**config.mk**
```make
export PLATFORM = sky130hd
export DESIGN_NAME = wia_mid
export DESIGN_NICKNAME = d
export VERILOG_FILES = /design/src/hw/rtl/wia_pkg.sv /design/src/hw/rtl/wia_mid.sv
export SDC_FILE = /design/constraint.sdc
export NUM_CORES = 2
export LEC_CHECK = 0
export ABC_AREA = 1
export ABC_CLOCK_PERIOD_IN_PS = 84600
export BUFFER_PORTS_ARGS = -buffer_cell sky130_fd_sc_hd__buf_2
export CORE_AREA = 5 5 614 616
export DETAILED_ROUTE_END_ITERATION = 10
export DIE_AREA = 0 0 619 621
export HOLD_SLACK_MARGIN = 0.08
export SLEW_MARGIN = 20
export SYNTH_ARGS = -nofsm -noshare
export SYNTH_HDL_FRONTEND = slang
export SYNTH_SLANG_ARGS = --single-unit
```
**constraint.sdc**
```tcl
create_clock -name clk_i -period 84.6 [get_ports clk_i]
set_clock_uncertainty 0.15 [all_clocks]
set_input_delay 16.92 -clock clk_i [delete_from_list [all_inputs] [get_ports clk_i]]
set_output_delay 16.92 -clock clk_i [all_outputs]
set_load 0.05 [all_outputs]
```
**src/hw/rtl/wia_pkg.sv**
```systemverilog
// Shared types and constants of the wide integer ALU.
`default_nettype none

package wia_pkg;

  localparam int PortLimbW = 64;
  localparam int MaxLimbs  = 4;
  localparam int ActionW   = 4;
  localparam int AmountW   = 9;
  // low bits of the shift count applied in the second stage
  localparam int FineW     = 4;

  typedef enum logic [ActionW-1:0] {
    ACT_ADD       = 4'd0,
    ACT_SUB       = 4'd1,
    ACT_AND       = 4'd2,
    ACT_OR        = 4'd3,
    ACT_XOR       = 4'd4,
    ACT_NOT       = 4'd5,
    ACT_SHL       = 4'd6,
    ACT_SHR       = 4'd7,
    ACT_NEG       = 4'd8,
    ACT_ABS       = 4'd9,
    ACT_UCMP      = 4'd10,
    ACT_SCMP      = 4'd11,
    ACT_CLEARSIGN = 4'd12,
    ACT_SEXT      = 4'd13
  } action_e;

  typedef enum logic [1:0] {
    CMP_EQ = 2'd0,
    CMP_GT = 2'd1,
    CMP_LT = 2'd2
  } cmp_e;

  typedef struct packed {
    logic             sel_sum;
    logic             cin;
    logic             shift_op;
    logic             shift_left;
    logic [FineW-1:0] fine;
    logic             is_cmp;
    logic             is_scmp;
    logic             sign_diff;
    logic             a_zero;
    logic             a_neg;
  } front_ctrl_t;

  typedef struct packed {
    logic sel_sum;
    logic cin;
    cmp_e cmp;
    logic a_zero;
    logic a_neg;
  } mid_ctrl_t;

endpackage

`default_nettype wire

```
**src/hw/rtl/wia_mid.sv**
```systemverilog
// Second stage: per-limb carry-select sums, fine shift, compare resolution.
`default_nettype none

module wia_mid import wia_pkg::*; #(
  parameter int  LIMB_COUNT = 4,
  parameter int  LIMB_WIDTH = 64,
  localparam int TotalW     = LIMB_COUNT * LIMB_WIDTH,
  localparam int SumW       = LIMB_COUNT * (LIMB_WIDTH + 1)
) (
  input  logic                  clk_i,
  input  logic                  rst_ni,
  input  logic                  valid_i,
  output logic                  ready_o,
  input  front_ctrl_t           ctrl_i,
  input  logic [TotalW-1:0]     x_i,
  input  logic [TotalW-1:0]     y_i,
  input  logic [TotalW-1:0]     other_i,
  input  logic [LIMB_COUNT-1:0] gt_i,
  input  logic [LIMB_COUNT-1:0] lt_i,
  output logic                  valid_o,
  input  logic                  ready_i,
  output mid_ctrl_t             ctrl_o,
  output logic [SumW-1:0]       s0_o,
  output logic [SumW-1:0]       s1_o,
  output logic [TotalW-1:0]     other_o
);

  localparam int LimbSumW = LIMB_WIDTH + 1;

  mid_ctrl_t          ctrl_d, ctrl_q;
  logic [SumW-1:0]    s0_d, s0_q, s1_d, s1_q;
  logic [TotalW-1:0]  other_d, other_q;
  cmp_e               ucmp;
  logic               valid_q;

  // each limb summed for both carry-in values
  for (genvar i = 0; i < LIMB_COUNT; i++) begin : g_sum
    assign s0_d[i*LimbSumW +: LimbSumW] = {1'b0, x_i[i*LIMB_WIDTH +: LIMB_WIDTH]}
                                        + {1'b0, y_i[i*LIMB_WIDTH +: LIMB_WIDTH]};
    assign s1_d[i*LimbSumW +: LimbSumW] = {1'b0, x_i[i*LIMB_WIDTH +: LIMB_WIDTH]}
                                        + {1'b0, y_i[i*LIMB_WIDTH +: LIMB_WIDTH]}
                                        + LimbSumW'(1);
  end

  always_comb begin
    // higher limbs override lower ones
    ucmp = CMP_EQ;
    for (int i = 0; i < LIMB_COUNT; i++) begin
      if (gt_i[i]) begin
        ucmp = CMP_GT;
      end else if (lt_i[i]) begin
        ucmp = CMP_LT;
      end
    end
    ctrl_d.sel_sum = ctrl_i.sel_sum;
    ctrl_d.cin     = ctrl_i.cin;
    ctrl_d.a_zero  = ctrl_i.a_zero;
    ctrl_d.a_neg   = ctrl_i.a_neg;
    priority if (!ctrl_i.is_cmp) begin
      ctrl_d.cmp = CMP_EQ;
    end else if (ctrl_i.is_scmp && ctrl_i.sign_diff) begin
      ctrl_d.cmp = ctrl_i.a_neg ? CMP_LT : CMP_GT;
    end else begin
      ctrl_d.cmp = ucmp;
    end
    if (ctrl_i.shift_op) begin
      other_d = ctrl_i.shift_left ? (other_i << ctrl_i.fine) : (other_i >> ctrl_i.fine);
    end else begin
      other_d = other_i;
    end
  end

  assign ready_o = !valid_q || ready_i;

  always_ff @(posedge clk_i or negedge rst_ni) begin
    if (!rst_ni) begin
      valid_q <= 1'b0;
    end else if (ready_o) begin
      valid_q <= valid_i;
    end
  end

  always_ff @(posedge clk_i) begin
    if (valid_i && ready_o) begin
      ctrl_q  <= ctrl_d;
      s0_q    <= s0_d;
      s1_q    <= s1_d;
      other_q <= other_d;
    end
  end

  assign valid_o = valid_q;
  assign ctrl_o  = ctrl_q;
  assign s0_o    = s0_q;
  assign s1_o    = s1_q;
  assign other_o = other_q;

endmodule

`default_nettype wire

```
==> impl_metrics.json <==
{
  "depth_of_the_worst_register_to_register_path": 6,
  "avgViaCountPerCell": 4.793,
  "part_of_the_yosys_area_used_for_sequential_elements": 0.2879,
  "dr_total_vias": 96230,
  "power.clock.fraction": 0.275,
  "cts_inserted_buffers": 99,
  "number_of_nets_in_the_synthesized_netlist": 14720,
  "grt_max_degree": 219,
  "synthDominantCellAreaShare": 0.2876,
  "via_count_of_the_first_global_routing_pass": 88650,
  "seq_power_share": 0.303,
  "gp_congestion": 0.9919,
  "dieArea_um2": 384400,
  "combPwrFrac": 0.421,
  "ys_warn_count": 0,
  "cp_num_buf_inv": 3,
  "cell_chain_critical_path": "buf_2, inv_1, nand2_1, buf_2",
  "timing.critical_path.slowest_stage_cell": "sky130_fd_sc_hd__buf_2",
  "groute.layer.met2.usage": 0.3776,
  "cts.repair_timing.setup_buffer_count": 0,
  "setup_crit_end_kind": "output port",
  "critical_path.most_common_cell": "sky130_fd_sc_hd__buf_2",
  "clk_pin_slew_worst_paths_ns": 0.06,
  "worst-slew-pin-transition_ns": 1.207,
  "syn_inst": 13670,
  "maxClockFrequency_ghz": 0.02900,
  "synth_cell_types": 59,
  "core_area_um2": 370800,
  "slew-limit-headroom": 0.1895,
  "timing.critical_path.arrival_ns": 17.42,
  "globalRouteMet1Util": 0.2761,
  "busiest_layer": "met2",
  "globalRouteMet3Util": 0.04117,
  "drive_gt1_frac": 0.1303,
  "area_growth_pct": 20.26,
  "total_neg_setup_slack_ns": 0,
  "die_w_um": 619,
  "pre_cts_ws_ns": 50.11,
  "maximum_level_of_the_cts_h_tree": 3,
  "final.min_clock_period_ns": 34.49,
  "synth_flop_cell": "sky130_fd_sc_hd__edfxtp_1",
  "finalHoldViolCount": 0,
  "whs_path_cells": 2,
  "antenna_left": 0,
  "design_area_um2": 98190,
  "worst-path-stages": 4,
  "i_o_pins": 1577,
  "fin_nets": 15990,
  "most_frequent_cell_after_synthesis": "sky130_fd_sc_hd__nand2_1",
  "drc": 0,
  "floorplan.rows": 224,
  "start_kind": "input port",
  "ys_async_sr_fraction": 0.001277,
  "power.share.switching": 0.4488,
  "run_status": "finished, final reports clean",
  "leakagePower_nw": 49.57,
  "ys_top_cells_by_area": "sky130_fd_sc_hd__edfxtp_1 (29%), sky130_fd_sc_hd__nand2_1 (24%), sky130_fd_sc_hd__inv_1 (10%)",
  "setup_viol": 0,
  "final_min_period_over_clock_period": 0.4077,
  "cts-root-to-sink-buffers": 4,
  "rsz0062_at_grt": "false",
  "post_cts.resized_instances": 0,
  "root_buffer": "sky130_fd_sc_hd__clkbuf_16",
  "register_cell_area_after_layout_um2": 23510,
  "cell_class_contributing_the_biggest_share_of_worst_path_delay": "buffers and inverters",
  "power-per-cell-area_nw_per_um2": 16.72,
  "global_route.overflow_total": 0,
  "pre_repair_dr_iteration_count": 8,
  "post-synth-top-area-cell": "sky130_fd_sc_hd__edfxtp_1",
  "fin_hold_ws_ns": 0.4501,
  "number_of_pins_with_negative_max_slew_slack_in_the_final_report": 0,
  "final_critical_path_setup_slack_ns": 50.11,
  "antenna_found_initial": 182,
  "p_int_mw": 0.9051,
  "path_max_fanout": 2,
  "initial_utilization": 0.2202,
  "chipHeight_um": 621,
  "synth_area_per_cell_um2": 5.975,
  "synthesis.area_um2": 81650,
  "multi_input_comb_area_um2": 47950,
  "post_synth_edffs": 782,
  "maxCapViolations": 0,
  "drt_iter0_drc": 9868,
  "crit_required_ns": 67.53,
  "place.detailed.hpwl_um": 382100,
  "timing.critical_path.slowest_cell_delay_ns": 0.22,
  "wl_per_cell_um": 22.82,
  "port_buffers": 1576,
  "worstHoldPathType": "register to register",
  "wire_length_of_the_first_global_routing_pass_um": 636500,
  "holdBufCountCts": 0,
  "psw_mw": 0.7369,
  "clkLatencyLatePin_ns": 0.73,
  "netlist_top_cells_count": "sky130_fd_sc_hd__nand2_1 (5204), sky130_fd_sc_hd__inv_1 (2251), sky130_fd_sc_hd__nor2_1 (1232), sky130_fd_sc_hd__a21oi_1 (1004), sky130_fd_sc_hd__o21ai_0 (787)",
  "tritoncts_num_sinks": 783,
  "fillers": 42730,
  "cts_tree": "done",
  "crit_type": "input port to output port",
  "grt_total_usage": 0.2252,
  "wirelength_um": 458000,
  "peakVddDrop_uv": 12.98,
  "dpl_cell_area_um2": 94620,
  "post-layout-total-power_mw": 1.642,
  "yosys_register_bits": 783
}
[flip-flops by register name (all words and copies together), names as in the netlist]
signal,count
s0_o,260
valid_o,1
ctrl_o,6
s1_o,260
other_o,256
[per-layer routing]
layer | wire length (um) | up-vias | part of all wire
met5 | 497 | - | 0.0011
met4 | 25450 | 76 | 0.056
met3 | 38810 | 811 | 0.085
met2 | 214100 | 4392 | 0.47
met1 | 179100 | 44700 | 0.39
li1 | - | 46250 | -
[worst reg2reg max path, stage by stage, from the launching register on]
cell and delay (ns):
sky130_fd_sc_hd__dfrtp_1 0.42, sky130_fd_sc_hd__a21oi_4 0.18, sky130_fd_sc_hd__buf_12 0.59, sky130_fd_sc_hd__buf_4 0.92
sky130_fd_sc_hd__buf_4 0.76, sky130_fd_sc_hd__buf_4 0.92, sky130_fd_sc_hd__buf_4 0.71
[kinds of logic after synthesis]
group / share of synthesized area
AO/OA/AOI/OAI: 0.1435
XOR/XNOR: 0.02316
adder cells (fa/ha/maj): 0.04082
buffers and inverters: 0.1254
flip-flops: 0.2879
multiplexers: 0.007110
AND/OR/NAND/NOR: 0.3721
[placed cells by master (no fill, tap or decap), types with 103 or more instances in the layout]
cell type                     n
sky130_fd_sc_hd__o21ai_0    787
sky130_fd_sc_hd__nand3_1    646
sky130_fd_sc_hd__ha_1       260
sky130_fd_sc_hd__a221oi_1   118
sky130_fd_sc_hd__inv_1     2250
sky130_fd_sc_hd__nand2_1   5203
sky130_fd_sc_hd__xor2_1     106
sky130_fd_sc_hd__a21oi_1   1003
sky130_fd_sc_hd__diode_2    103
sky130_fd_sc_hd__nor2_1    1229
sky130_fd_sc_hd__buf_2     1572
sky130_fd_sc_hd__edfxtp_1   782
sky130_fd_sc_hd__nand4_1    144
[power by group through the flow]
stage	clock network (mW)	registers, mW	logic, mW
final	0.452	0.498	0.692
after global routing	0.479	0.501	0.742
after CTS	0.465	0.499	0.687
after detailed placement	0	0.506	0.684
after global placement	0	0.507	0.684
after floorplan	0	0.655	0.313
[final timing paths]
kind	startpoint	end	slack [ns]
min in group asynchronous	rst_ni	valid_o	15.80
min	valid_o	valid_o	0.45
max reg2reg	valid_o	other_o[248]	79.62
max in group asynchronous	rst_ni	valid_o	68.41
min reg2reg	valid_o	valid_o	0.45
max	ready_i	ready_o	50.11
[cell type report]
cell class              count  area share
repair buffers           1629     0.08580
flip-flops and latches    783      0.2394
multi-input cells       10160      0.4883
clock buffers             117     0.02634
well taps                4972     0.06336
diodes                    103    0.002625
clock inverters            55    0.007340
inverters                2261     0.08680
[per-stage QoR]
stage / instances / util
after CTS: 19970 / 0.2641
after detailed placement: 19800 / 0.2552
final: 20080 / 0.2648
after global placement: 19800 / 0.2552
after floorplan: 13670 / -
after global routing: 20030 / 0.2645
Note: power is estimated with default switching activity, not from simulation.
