--- config.mk ---
export PLATFORM = sky130hd
export DESIGN_NAME = wia_back
export DESIGN_NICKNAME = d
export VERILOG_FILES = /design/src/hw/rtl/wia_pkg.sv /design/src/hw/rtl/wia_back.sv
export SDC_FILE = /design/constraint.sdc
export NUM_CORES = 1
export LEC_CHECK = 0
export BUFFER_PORTS_ARGS = -buffer_cell sky130_fd_sc_hd__buf_2
export CELL_PAD_IN_SITES_DETAIL_PLACEMENT = 0
export CELL_PAD_IN_SITES_GLOBAL_PLACEMENT = 1
export CORE_AREA = 2 2 405 407
export DETAILED_ROUTE_END_ITERATION = 8
export DIE_AREA = 0 0 407 409
export GPL_TIMING_DRIVEN = 0
export PLACE_DENSITY = 0.44
export SYNTH_ARGS = -nofsm -noshare
export SYNTH_HDL_FRONTEND = slang
export SYNTH_SLANG_ARGS = --single-unit
--- constraint.sdc ---
create_clock -name clk_i -period 15.15 [get_ports clk_i]
set_input_delay 1.515 -clock clk_i [delete_from_list [all_inputs] [get_ports clk_i]]
set_output_delay 1.515 -clock clk_i [all_outputs]
set_load 0.03 [all_outputs]
--- src/hw/rtl/wia_pkg.sv ---
// Shared types and constants of the wide integer ALU.
`default_nettype none

package wia_pkg;

  localparam int PortLimbW = 64;
  localparam int MaxLimbs  = 4;
  localparam int ActionW   = 4;
  localparam int AmountW   = 9;
  // low bits of the shift count applied in the second stage
  localparam int FineW     = 4;

  typedef enum logic [ActionW-1:0] {
    ACT_ADD       = 4'd0,
    ACT_SUB       = 4'd1,
    ACT_AND       = 4'd2,
    ACT_OR        = 4'd3,
    ACT_XOR       = 4'd4,
    ACT_NOT       = 4'd5,
    ACT_SHL       = 4'd6,
    ACT_SHR       = 4'd7,
    ACT_NEG       = 4'd8,
    ACT_ABS       = 4'd9,
    ACT_UCMP      = 4'd10,
    ACT_SCMP      = 4'd11,
    ACT_CLEARSIGN = 4'd12,
    ACT_SEXT      = 4'd13
  } action_e;

  typedef enum logic [1:0] {
    CMP_EQ = 2'd0,
    CMP_GT = 2'd1,
    CMP_LT = 2'd2
  } cmp_e;

  typedef struct packed {
    logic             sel_sum;
    logic             cin;
    logic             shift_op;
    logic             shift_left;
    logic [FineW-1:0] fine;
    logic             is_cmp;
    logic             is_scmp;
    logic             sign_diff;
    logic             a_zero;
    logic             a_neg;
  } front_ctrl_t;

  typedef struct packed {
    logic sel_sum;
    logic cin;
    cmp_e cmp;
    logic a_zero;
    logic a_neg;
  } mid_ctrl_t;

endpackage

`default_nettype wire

--- src/hw/rtl/wia_back.sv ---
// Third stage: carry selection across limbs and the output register.
`default_nettype none

module wia_back import wia_pkg::*; #(
  parameter int  LIMB_COUNT = 4,
  parameter int  LIMB_WIDTH = 64,
  localparam int TotalW     = LIMB_COUNT * LIMB_WIDTH,
  localparam int SumW       = LIMB_COUNT * (LIMB_WIDTH + 1)
) (
  input  logic              clk_i,
  input  logic              rst_ni,
  input  logic              valid_i,
  output logic              ready_o,
  input  mid_ctrl_t         ctrl_i,
  input  logic [SumW-1:0]   s0_i,
  input  logic [SumW-1:0]   s1_i,
  input  logic [TotalW-1:0] other_i,
  output logic              valid_o,
  input  logic              ready_i,
  output logic [TotalW-1:0] result_o,
  output logic [1:0]        cmp_o,
  output logic              a_zero_o,
  output logic              a_neg_o
);

  localparam int LimbSumW = LIMB_WIDTH + 1;

  logic [TotalW-1:0]   sum, result_d, result_q;
  logic [LimbSumW-1:0] pick;
  logic                carry;
  cmp_e                cmp_q;
  logic                a_zero_q, a_neg_q, valid_q;

  always_comb begin
    carry = ctrl_i.cin;
    pick  = '0;
    sum   = '0;
    for (int i = 0; i < LIMB_COUNT; i++) begin
      pick = carry ? s1_i[i*LimbSumW +: LimbSumW] : s0_i[i*LimbSumW +: LimbSumW];
      sum[i*LIMB_WIDTH +: LIMB_WIDTH] = pick[LIMB_WIDTH-1:0];
      carry = pick[LIMB_WIDTH];
    end
    result_d = ctrl_i.sel_sum ? sum : other_i;
  end

  assign ready_o = !valid_q || ready_i;

  always_ff @(posedge clk_i or negedge rst_ni) begin
    if (!rst_ni) begin
      valid_q <= 1'b0;
    end else if (ready_o) begin
      valid_q <= valid_i;
    end
  end

  always_ff @(posedge clk_i) begin
    if (valid_i && ready_o) begin
      result_q <= result_d;
      cmp_q    <= ctrl_i.cmp;
      a_zero_q <= ctrl_i.a_zero;
      a_neg_q  <= ctrl_i.a_neg;
    end
  end

  assign valid_o  = valid_q;
  assign result_o = result_q;
  assign cmp_o    = cmp_q;
  assign a_zero_o = a_zero_q;
  assign a_neg_o  = a_neg_q;

endmodule

`default_nettype wire

==> flow_summary.toml, run 1 <==
[place]
gp_congestion = 0.8871
dp.cells = 4346
port_buffers = 1044
placed_area_um2 = 21230
hpwl_um = 90870

[drt]
ant_nets = 0
drc = 0
wl_per_cell_um = 23.88
num_vias = 13926
vias_per_cell = 3.144
drt-pass1-iter-count = 5
wl_um = 105800
first_iter_violations = 825

[cts]
ctsHoldBuffers = 0
cts_max_level = 2
cts_setup_buffers = 0
cts_buffer_depth = 3
cts_resized = 0
clk_latency_ns = 0.59
cts_inserted_buffers = 38
cts_root_buf = "clkbuf_16"
cts.clk_slew.worst_paths_ns = 0.06
cts_tree = "yes"
cts_sinks = 261

[timing]
slew_headroom = -0.03185
finalSetupViolCount = 0
skew_ns = 0.01177
tightestPinTransition_ns = 1.548
clock.fmax_ghz = 0.2231
hold_viol = 0
rsz0062_at_grt = "false"
drv_slew = 13
setup_tns_ns = 0
period_needed_ns = 4.483
fin_crit_sh = 0.2959

[grt]
grt_pass1_wl_um = 133500
grt-ovfl-total = 0
grt_max_degree = 60
grt_use_total = 0.1210
antenna_found_initial = 90
grt_pass1_vias = 14016

[final_layout]
syn2layout_area_growth_pct = 70.71
stdcell_count = 4430
layout-drive-gt1-share = 0.5060
fill_cells = 18690
finish.instance_area_um2 = 22460
final_nets = 2997

[die]
io_pins = 1048
fp.dieH_um = 409
rows = 148
initial_core_util = 0.08120
core-area_um2 = 162000
die_w_um = 407
die_area_um2 = 166500

[status]
outcome = "finished with violations"
violations = "max-capacitance violations, max-slew violations"

[synthesis]
synthCells = 1122
synthTopCellsByCount = "261 x mux2i_1, 260 x edfxtp_1, 256 x a21oi_1, 256 x nor2_1, 58 x clkbuf_1"
synth-seq-cells = 261
synth_ff_type = "edfxtp_1"
syn-mean-instance-area_um2 = 11.73
synth_area_um2 = 13160
yosysMostFrequentCell = "mux2i_1"
async_reset_ff_frac = 0.003831
synth.largest_area_cell = "edfxtp_1"
synth_nets = 1908
synth-edff-count = 260
synth.top_cell.area_share = 0.5934
yosysSeqAreaShare = 0.5953
ys_top_cells_by_area = "edfxtp_1 59%, mux2i_1 20%, a21oi_1 9.7%"
ys_types = 11
yosysWarnings = 0

[pwr]
p_per_area_nw_per_um2 = 102.6
p_total_mw = 2.305
pwr-share-seq = 0.379
switching_share = 0.3186
worst_ir_drop_vdd_mv = 0.09046
clockPowerShare = 0.393
p_comb_frac = 0.228
p_int_mw = 1.571
p_sw_mw = 0.7343
static-leakage-power_nw = 9.803

[critical_path]
critPathArrivalTime_ns = 4.69
crit_fanout = 12
worst_setup_path_start_kind = "primary input"
cp_data_required_time_ns = 15.36
crit_type = "in -> reg"
critPathCaptureType = "flop"

[run]
max_cap_viol_count = 1

[hold_path]
hp-class = "reg -> reg"
-- stage by stage --
stage | utilization | hold WS [ns] | worst slack, ns
6_report | 0.1386 | 0.5515 | 10.67
5_1_grt | 0.1384 | 0.6111 | 10.60
4_1_cts | 0.1383 | 0.5586 | 10.54
3_5_place_dp | 0.1310 | 0.5418 | 9.867
3_3_place_gp | 0.1302 | 0.5557 | 2.123
2_1_floorplan | - | 0.9253 | 6.707
-- flip-flops by register name, summed over array words and instances (netlist names) --
name / flops
result_o: 256
cmp_o: 2
valid_o: 1
a_neg_o: 1
a_zero_o: 1
-- cell type report --
cell class	count	area, µm²	share of cell area
plain buffers	85	454.2	0.02022
clock buffers	48	1052	0.04685
multi-input cells	776	4876	0.2171
well taps	2175	2721	0.1212
flip-flops and latches	261	7833	0.3487
clock inverters	18	135.1	0.006017
diodes	18	45.04	0.002006
repair buffers	1049	5343	0.2379
-- critical path, stage by stage --
cell	delay, ns
clkbuf_1	0.78
clkbuf_1	0.80
clkbuf_1	1.17
a21oi_1	0.35
-- per-layer routing --
layer,GRT usage,up-vias,share of wire
met5,0,-,0.0012
met4,0.02529,24,0.025
met3,0.03971,200,0.097
met2,0.1996,751,0.46
met1,0.1524,6626,0.41
li1,-,6325,-
-- logic make-up (layout without fill, tap and decap cells) --
kind of cell | after synthesis | in the layout | share of synthesized area
and+or+nand+nor | 259 | 259 | 0.07447
AOI/OAI and AO/OA | 256 | 256 | 0.09738
muxes | 261 | 261 | 0.1986
DFF | 261 | 261 | 0.5953
other | 0 | 18 | 0
buffers and inverters | 85 | 1200 | 0.03424
-- placed cells by master, fill, tap and decap left out, drive strengths merged --
cell / Yosys / routed
clkbuf: 58 / 106
a21oi: 256 / 256
inv: 0 / 1
nor2: 256 / 256
clkinv: 0 / 15
dfrtp: 1 / 1
bufinv: 0 / 2
diode: 0 / 18
and2: 1 / 1
edfxtp: 260 / 260
buf: 27 / 1076
nand2b: 2 / 2
mux2i: 261 / 261
-- path summary, 6_finish.rpt --
check | from | slack, ns | to | cells past startpoint
max | ctrl_i[5] | 10.67 | result_o[150]$_DFFE_PP_ | 4
max in group asynchronous | rst_ni | 14.36 | valid_o$_DFFE_PN0P_ | 1
max reg2reg | valid_o$_DFFE_PN0P_ | 12.74 | result_o[20]$_DFFE_PP_ | 4
min reg2reg | valid_o$_DFFE_PN0P_ | 0.55 | valid_o$_DFFE_PN0P_ | 2
min in group asynchronous | rst_ni | 0.70 | valid_o$_DFFE_PN0P_ | 1
min | valid_o$_DFFE_PN0P_ | 0.55 | valid_o$_DFFE_PN0P_ | 2
-- power by group through the flow --
stage	registers (mW)	clock network [mW]	logic (mW)
finish	0.874	0.905	0.526
global route	0.878	0.969	0.561
CTS	0.874	0.953	0.534
detailed placement	0.888	0	0.532
global placement	0.908	0	0.528
floorplan	0.995	0	0.162
Power figures use the tool's default switching activity.
==> run 2: changes to the inputs <==
CORE_AREA = 2 2 407 409   (was 2 2 405 407)
DIE_AREA = 0 0 409 411   (was 0 0 407 409)
PLACE_DENSITY = 0.43   (was 0.44)
clock period = 4.3 ns   (was 15.15 ns; I/O delays follow)
==> run 2 against run 1 <==
Net effect:
- the run now ends clean
- sequential power rose to 3.5 times the previous value
- combinational power increased to 3.5 times the previous value
- worst setup slack lost 9.5 ns
- sequential share of layout area fell by 0.35 points
- utilization about the same
- via count increased by 0.89%
- first-iteration DRC count up 10%
- critical path depth increased by 1
- register-to-register slack lost 11 ns
- sequential cell count is the same
- critical endpoint is now result_o[244]$_DFFE_PP_
==> flow_summary.toml, run 2 (synthesis gave the netlist of run 1 again) <==
[drt]
num_vias = 14050
wl_per_cell_um = 24.76
drc = 0
first_iter_violations = 908
ant_nets = 0
drt-pass1-iter-count = 4
wl_um = 110200
vias_per_cell = 3.159

[critical_path]
critPathArrivalTime_ns = 3.49
crit_type = "in -> reg"
worst_setup_path_start_kind = "primary input"
r2r_slack_ns = 1.89
reg2reg_depth = 4
rr_endpoint = "cmp_o[1]$_DFFE_PP_"
max_stage_delay_ns = 1.14
crit_chain = "clkbuf_1 > clkbuf_1 > clkbuf_1 > nor2_1 > a21oi_1"
r2r_start = "valid_o$_DFFE_PN0P_"
crit_top_cell = "clkbuf_1"
cp_slowest_cell = "clkbuf_1"
crit_fanout = 10
critPathCaptureType = "flop"
crit_buf_inv = 3
cp_top_family = "buffers and inverters"
cp_data_required_time_ns = 4.62

[die]
rows = 149
die_w_um = 409
core-area_um2 = 163900
die_area_um2 = 168100
fp.dieH_um = 411
io_pins = 1048
initial_core_util = 0.08028

[cts]
cts_buffer_depth = 3
cts_setup_buffers = 0
cts_root_buf = "clkbuf_16"
clk_latency_ns = 0.59
cts_sinks = 261
cts.clk_slew.worst_paths_ns = 0.05
cts_inserted_buffers = 39
cts_resized = 0
cts_tree = "yes"
cts_max_level = 2

[timing]
rsz0062_at_grt = "false"
drv_slew = 0
slew_headroom = 0.02030
skew_ns = 0.01615
clock.fmax_ghz = 0.3158
finalSetupViolCount = 0
fin_crit_sh = 0.7364
period_needed_ns = 3.166
tightestPinTransition_ns = 1.470
hold_viol = 0
finalWorstSetupSlack_ns = 1.134

[status]
outcome = "completed"

[final_layout]
fill_cells = 18818
final_cell_mix = "1050 x buf_2, 261 x mux2i_1, 260 x edfxtp_1"
mostFrequentLayoutCell = "buf_2"
stdcell_count = 4448
final_nets = 3004
largest_reg_flops = 256
syn2layout_area_growth_pct = 72.45
register_area_um2 = 7833
layout-drive-gt1-share = 0.5058
multi_input_area_um2 = 4876

[grt]
grt_use_total = 0.1244
grt-ovfl-total = 0
grt_max_degree = 60
grt_pass1_vias = 13936
grt_pass1_wl_um = 138400
antenna_found_initial = 95

[place]
dp.cells = 4360
hpwl_um = 94880
dp_slack_ns = 0.4124
gp_congestion = 0.8966
port_buffers = 1044

[pwr]
p_comb_frac = 0.219
p_sw_mw = 2.637
pwr-share-seq = 0.363
p_int_mw = 5.840
static-leakage-power_nw = 9.905
worst_ir_drop_vdd_mv = 0.1996
p_per_area_nw_per_um2 = 373.6
clockPowerShare = 0.417
switching_share = 0.3110

[run]
max_cap_viol_count = 0

[hold_path]
hp-class = "in -> async"
-- run 2: layout make-up --
cell class / instances / share of cell area
multi-input cells: 776 / 0.2149
clock buffers: 45 / 0.04588
diodes: 11 / 0.001213
flip-flops and latches: 261 / 0.3452
plain buffers: 85 / 0.02013
clock inverters: 26 / 0.01290
well taps: 2189 / 0.1207
repair buffers: 1055 / 0.2390
-- run 2: worst max path at each step --
| stage | slack (ns) | depth (start not counted) | from | end |
|---|---|---|---|---|
| after detailed placement | 0.41 | 5 | ctrl_i[5] | result_o[241]$_DFFE_PP_ |
| after global placement | -0.58 | 4 | ctrl_i[5] | result_o[156]$_DFFE_PP_ |
| after floorplan | 1.16 | 2 | valid_o$_DFFE_PN0P_ | a_neg_o$_DFFE_PP_ |
| after global routing | 0.99 | 5 | ctrl_i[5] | result_o[244]$_DFFE_PP_ |
| after CTS | 1.08 | 5 | ctrl_i[5] | result_o[241]$_DFFE_PP_ |
| final | 1.13 | 5 | ctrl_i[5] | result_o[244]$_DFFE_PP_ |
-- run 2: timing repair --
item | 4_1_cts | 5_1_grt
hold buffers | 6 | 0
setup endpoints to repair | 0 | 0
hold endpoints to repair | 6 | 0
-- run 2: power by group through the flow --
stage          Combinational, mW  Clock (mW)  Sequential [mW]
3_3_place_gp                1.86           0             3.15
5_1_grt                     1.98        3.76             3.09
4_1_cts                     1.89        3.70             3.08
2_1_floorplan              0.573           0             3.48
3_5_place_dp                1.88           0             3.13
6_report                    1.86        3.54             3.08
-- run 2: stage by stage --
| stage | utilization | setup TNS [ns] | instance area, µm² | total power [mW] | hold WS, ns |
|---|---|---|---|---|---|
| 3_3_place_gp | 0.1289 | -24.26 | 21120 | 5.005 | 0.2049 |
| 6_report | 0.1385 | 0 | 22690 | 8.477 | 0.1495 |
| 3_5_place_dp | 0.1298 | 0 | 21270 | 5.007 | 0.2063 |
| 2_1_floorplan | - | 0 | 13160 | 4.051 | 0.1344 |
| 4_1_cts | 0.1383 | 0 | 22660 | 8.667 | 0.06387 |
| 5_1_grt | 0.1383 | 0 | 22670 | 8.833 | 0.1089 |
-- run 2: metal layers --
metal	up-vias	routed length [µm]	GRT usage
met5	-	201	0
met4	30	3018	0.02971
met3	217	9694	0.04373
met2	784	51060	0.2024
met1	6681	46180	0.1562
li1	6338	-	-
-- run 2: worst register-to-register path: cells and delay by family, from the launching register on --
kind,cells,cell delay [ns]
simple gates,2,0.78
flops,1,0.37
buf+inv,2,0.81
